## src/design/fswr_pkg.sv

```systemverilog
// package for the floyd sampler: widths, request codes, register indexes
// and the command/status structs between controller and datapath
// no dependencies
`default_nettype none

package fswr_pkg;

  localparam int unsigned MAX_POPULATION = 4096;
  localparam int unsigned BITMAP_WORDS   = MAX_POPULATION / 32;
  localparam int unsigned BM_ADDR_W      = $clog2(BITMAP_WORDS);
  localparam int unsigned BIT_W          = 5;
  localparam int unsigned CNT_W          = 13;
  localparam int unsigned IDX_W          = 12;
  localparam int unsigned WORD_W         = 32;
  localparam int unsigned OUT_W          = 2 * IDX_W;
  localparam int unsigned CFG_IDX_W      = 1;

  localparam logic [CNT_W-1:0] MAX_POP = CNT_W'(MAX_POPULATION);

  localparam logic [CFG_IDX_W-1:0] REG_POPULATION   = 1'b0;
  localparam logic [CFG_IDX_W-1:0] REG_SAMPLE_COUNT = 1'b1;

  localparam logic KIND_START = 1'b0;
  localparam logic KIND_WORD  = 1'b1;

  typedef struct packed {
    logic start;
    logic stop;
    logic ld_draw;
    logic rd_i;
    logic mark_r;
    logic mark_i;
    logic emit;
    logic clr;
  } cmd_t;

  typedef struct packed {
    logic running;
    logic cand_ok;
    logic draw_ok;
    logic member;
    logic out_free;
    logic clr_last;
  } sts_t;

  // all ones from the top set bit downward
  function automatic logic [CNT_W-1:0] smear(input logic [CNT_W-1:0] x);
    logic [CNT_W-1:0] m;
    m = x;
    m = m | (m >> 1);
    m = m | (m >> 2);
    m = m | (m >> 4);
    m = m | (m >> 8);
    return m;
  endfunction

endpackage

`default_nettype wire

```

## src/design/fswr_ctrl.sv

```systemverilog
// controller state machine for the floyd sampler
// depends on fswr_pkg
`default_nettype none

module fswr_ctrl (
  input  wire logic          clk_i,
  input  wire logic          rst_ni,
  input  wire logic          in_valid_i,
  input  wire logic          kind_i,
  output logic               in_ready_o,
  input  wire fswr_pkg::sts_t sts_i,
  output fswr_pkg::cmd_t     cmd_o
);

  typedef enum logic [4:0] {
    S_CLEAR = 5'b00001,
    S_IDLE  = 5'b00010,
    S_CHECK = 5'b00100,
    S_READI = 5'b01000,
    S_EMIT  = 5'b10000
  } state_e;

  state_e state_q, state_d;

  assign in_ready_o = (state_q == S_IDLE);

  always_comb begin
    state_d = state_q;
    cmd_o   = '0;
    case (state_q)
      S_CLEAR: begin
        cmd_o.clr = 1'b1;
        if (sts_i.clr_last) begin
          state_d = S_IDLE;
        end
      end
      S_IDLE: begin
        if (in_valid_i) begin
          if (kind_i == fswr_pkg::KIND_START) begin
            cmd_o.start = 1'b1;
            state_d     = S_CLEAR;
          end else if (sts_i.running) begin
            if (!sts_i.cand_ok) begin
              cmd_o.stop = 1'b1;
            end else if (sts_i.draw_ok) begin
              cmd_o.ld_draw = 1'b1;
              state_d       = S_CHECK;
            end
          end
        end
      end
      S_CHECK: begin
        if (sts_i.member) begin
          cmd_o.rd_i = 1'b1;
          state_d    = S_READI;
        end else begin
          cmd_o.mark_r = 1'b1;
          if (sts_i.out_free) begin
            cmd_o.emit = 1'b1;
            state_d    = S_IDLE;
          end else begin
            state_d = S_EMIT;
          end
        end
      end
      S_READI: begin
        cmd_o.mark_i = 1'b1;
        if (sts_i.out_free) begin
          cmd_o.emit = 1'b1;
          state_d    = S_IDLE;
        end else begin
          state_d = S_EMIT;
        end
      end
      S_EMIT: begin
        if (sts_i.out_free) begin
          cmd_o.emit = 1'b1;
          state_d    = S_IDLE;
        end
      end
      default: begin
        state_d = S_CLEAR;
      end
    endcase
  end

  always_ff @(posedge clk_i or negedge rst_ni) begin
    if (!rst_ni) begin
      state_q <= S_CLEAR;
    end else begin
      state_q <= state_d;
    end
  end

endmodule

`default_nettype wire

```

## config.mk

```make
export PLATFORM = sky130hd
export DESIGN_NAME = fswr_ctrl
export DESIGN_NICKNAME = d
export VERILOG_FILES = /design/src/design/fswr_pkg.sv /design/src/design/fswr_ctrl.sv
export SDC_FILE = /design/constraint.sdc
export NUM_CORES = 1
export LEC_CHECK = 0
export ABC_AREA = 1
export BUFFER_PORTS_ARGS = -buffer_cell sky130_fd_sc_hd__buf_2
export CORE_AREA = 10 10 47 49
export CTS_BUF_LIST = sky130_fd_sc_hd__clkbuf_16
export CTS_CLUSTER_SIZE = 40
export DETAILED_ROUTE_END_ITERATION = 12
export DIE_AREA = 0 0 57 59
export SLEW_MARGIN = 20
export SYNTH_ARGS = -nofsm -noshare
export SYNTH_HDL_FRONTEND = slang
export SYNTH_SLANG_ARGS = --single-unit
```

## constraint.sdc

```tcl
create_clock -name clk_i -period 1.4 [get_ports clk_i]
set_input_delay 0.07 -clock clk_i [delete_from_list [all_inputs] [get_ports clk_i]]
set_output_delay 0.07 -clock clk_i [all_outputs]
set_load 0.005 [all_outputs]
```

==> results.py <==
metrics = {
    "grt": {
        "grt_first_pass_wirelength_mm": 2.10,
        "grt_max_degree": 6,
        "gr-total-overflow": 0,
        "antenna_found_initial": 0,
        "via_count_of_the_first_global_routing_pass": 534,
        "grt_use_total_pct": 7.97,
    },
    "yosys": {
        "share_of_flip_flops_with_an_asynchronous_set_or_reset_after_synthesis_pct": 100,
        "post_synthesis_sequential_area_ratio_pct": 29.2,
        "synth_compound_area_share_pct": 7.80,
        "post-synth-top-count-cell": "sky130_fd_sc_hd__nand2_1",
        "netlist_top_cells_count": "sky130_fd_sc_hd__nand2_1 (12), sky130_fd_sc_hd__inv_1 (11), sky130_fd_sc_hd__nor2_1 (10), sky130_fd_sc_hd__nand3_1 (6), sky130_fd_sc_hd__dfrtp_1 (4)",
        "area_of_the_mapped_netlist_um2": 433,
        "synthTopCellsByArea": "sky130_fd_sc_hd__dfrtp_1 (23%), sky130_fd_sc_hd__nand2_1 (10%), sky130_fd_sc_hd__inv_1 (9.5%)",
        "yosys.area.top_type_share_pct": 23.1,
        "synth-xor-area-share_pct": 0,
        "synthAdderAreaFrac_pct": 0,
        "post_synth_inst_count": 63,
        "synth_top_family_by_area": "simple AND/OR/NAND/NOR gates",
        "yosys_warning_count": 0,
        "synth_ff_type": "sky130_fd_sc_hd__dfrtp_1",
        "post_synth_and_or_nand_nor_area_fraction_pct": 51.7,
        "synth-seq-cells": 5,
        "synth_mux_area_share_pct": 0,
        "synth-edff-count": 0,
        "syn_avg_cell_area_um2": 6.87,
        "synth_largest_area_cell": "sky130_fd_sc_hd__dfrtp_1",
        "synth.net_count": 73,
        "yosys.cell_types.count": 17,
    },
    "power": {
        "p_total_mw": 1.36,
        "pwr-share-comb_pct": 48.0,
        "sw_frac_of_total_pct": 37.0,
        "peakVddDrop_mv": 0.872,
        "total_leakage_power_nw": 0.428,
        "pwr-share-seq_pct": 17.5,
        "internal_power_mw": 0.858,
        "powerDensity_nw_per_um2": 1780,
        "p_sw_mw": 0.505,
        "clkPwrFrac_pct": 34.5,
    },
    "clock_network": {
        "clock_tree.htree_level_count": 1,
        "cts_root_buffer": "sky130_fd_sc_hd__clkbuf_16",
        "tritoncts_clock_tree": "yes",
        "cts_buffers": 3,
        "cts.sinks": 5,
        "worst_skew_pair_latency_ns": 0.23,
        "clk_pin_slew_worst_paths_ns": 0.03,
        "cts.path.max_buffers": 2,
    },
    "finish": {
        "antenna_cells_inserted": 0,
        "share_of_layout_cells_above_drive_strength_1_pct": 59.8,
        "instances_no_fill": 113,
        "finalInstanceArea_um2": 766,
        "largestRegisters": "state_q x5",
        "layout.core_utilization_pct": 54.6,
        "largest_reg_flops": 5,
        "layout-area-overhead-vs-synth_pct": 76.9,
        "regMostFlops": "state_q",
        "layout.nets": 108,
    },
    "worst_setup_path": {
        "timing.critical_path.required_ns": 1.33,
        "timing.critical_path.to_type": "primary output",
        "cp.arrival_ns": 1.37,
        "timing.critical_path.slowest_cell_delay_ns": 0.42,
        "timing.critical_path.from_type": "flip-flop",
        "timing.setup.critical_path_class": "reg2out",
        "cp_max_fo": 3,
        "timing.critical_path.max_delay_family": "flip-flops",
        "slowest_stage": "sky130_fd_sc_hd__dfrtp_2",
        "worstPathCellList": "nor2_4, nand2_2, nor2_4, inv_2, o21ai_2, inv_2, a21oi_2, buf_2",
        "cp_num_buf_inv": 3,
    },
    "place": {
        "number_of_placed_instances_taps_included": 97,
        "dpl.hpwl_um": 954,
        "globalplace.congestion": 0.782,
        "area_of_placed_instances_um2": 543,
        "place.port_buffers": 18,
    },
    "routing": {
        "drt-pass1-iter-count": 2,
        "route.antenna.remaining_nets": 0,
        "detail_route.iter0.violations": 4,
        "post-route-drc-count": 0,
        "wl_per_cell_um": 12.3,
        "total_routed_length_mm": 1.39,
        "detailroute.via_count": 508,
        "ratio_of_routed_vias_to_standard_cells": 4.50,
    },
    "sta": {
        "hold_viol": 0,
        "setup-violations-final": 3,
        "timing.clock.skew_ns": 0.00111,
        "worst_slew_margin_rel_pct": 86.9,
        "worst_slack_ns": -0.0422,
        "fin_crit_sh_pct": 103,
        "timing.final.crit_period_ns": 1.44,
        "final_max_slew_viols": 0,
        "fmaxAchievable_mhz": 693,
        "tightestPinTransition_ns": 0.195,
        "rsz_0062_raised_after_global_routing": "yes",
    },
    "floorplanning": {
        "floorplan.io_pins": 19,
        "effective_utilization_at_floorplan_pct": 30.9,
        "die-area_um2": 3360,
        "placement_rows": 14,
        "fp.dieH_um": 59,
        "core_um2": 1400,
        "chipWidth_um": 57,
    },
    "flow_run": {
        "cap_viol_max_count": 0,
    },
    "worst_hold_path": {
        "worst_hold_class": "in2reg",
    },
    "outcome": {
        "failed_checks": "negative setup slack",
        "result_of_the_run": "finished with violations",
    },
}
## metrics by stage
step | TNS [ns] | hold WS (ns) | setup WS (ns)
floorplan | 0 | -0.226 | 0.193
global placement | 0 | -0.108 | 0.0935
detailed placement | 0 | -0.106 | 0.0841
CTS | -0.0515 | 0.0522 | -0.0515
global route | -0.558 | 0.0600 | -0.132
finish | -0.0625 | 0.0497 | -0.0422
## logic make-up (layout without fill, tap and decap cells)
| group | Yosys count | count (layout) |
|---|---|---|
| AND/OR/NAND/NOR | 41 | 41 |
| AO/OA/AOI/OAI | 4 | 4 |
| flip-flops | 5 | 5 |
| buffers and inverters | 13 | 47 |
## worst paths after layout
check | from | end | slack [ns] | depth (start not counted)
worst min register to register | state_q[1] | state_q[1] | 0.69 | 3
worst max-delay path | state_q[1] | cmd_o[1] | -0.04 | 8
worst min-delay path | sts_i[1] | state_q[4] | 0.05 | 2
max in group asynchronous | rst_ni | state_q[0] | 0.98 | 2
worst max register to register | state_q[2] | state_q[1] | 0.04 | 9
min in group asynchronous | rst_ni | state_q[4] | 0.20 | 2
## routing by layer
layer  share of wire [%]  wire length [µm]  track usage, %
met1                  37               514            7.64
met2                  58               807            14.1
met3                 2.5                35            2.36
met4                 2.2                30            6.04
met5                   0                 0               0
## what timing repair did
item	in CTS	in global routing
hold endpoints to repair	5	0
hold buffers	1	0
gates resized for setup	4	11
buffers inserted	9	3
pin swaps	5	10
endpoints found under the setup margin	4	10
## power groups by stage
stage	clock network, mW	registers (mW)	logic [mW]
floorplan	0	0.232	0.334
detailed placement	0	0.240	0.444
global route	0.490	0.246	0.718
CTS	0.466	0.236	0.562
global placement	0	0.237	0.441
finish	0.471	0.238	0.654
## final cells by class
cell class / instances / area [µm²]
timing repair buffer: 30 / 183
clock buffer: 3 / 75.1
clock inverter: 1 / 3.75
tap: 16 / 20.0
fill: 141 / 636
multi-input combinational: 45 / 308
inverter: 13 / 48.8
sequential: 5 / 128
## cell usage in the layout, fill, tap and decap left out, types with 2 or more instances in the layout
cell / count
sky130_fd_sc_hd__buf_2: 18
sky130_fd_sc_hd__buf_4: 11
sky130_fd_sc_hd__clkbuf_16: 3
sky130_fd_sc_hd__dfrtp_1: 3
sky130_fd_sc_hd__inv_1: 10
sky130_fd_sc_hd__inv_2: 4
sky130_fd_sc_hd__nand2_1: 10
sky130_fd_sc_hd__nand2_2: 3
sky130_fd_sc_hd__nand2_4: 2
sky130_fd_sc_hd__nand3_1: 5
sky130_fd_sc_hd__nand3_2: 2
sky130_fd_sc_hd__nand4_1: 2
sky130_fd_sc_hd__nor2_1: 7
sky130_fd_sc_hd__nor2_2: 3
sky130_fd_sc_hd__nor2_4: 4
sky130_fd_sc_hd__o21ai_2: 2
Power figures use the tool's default switching activity.
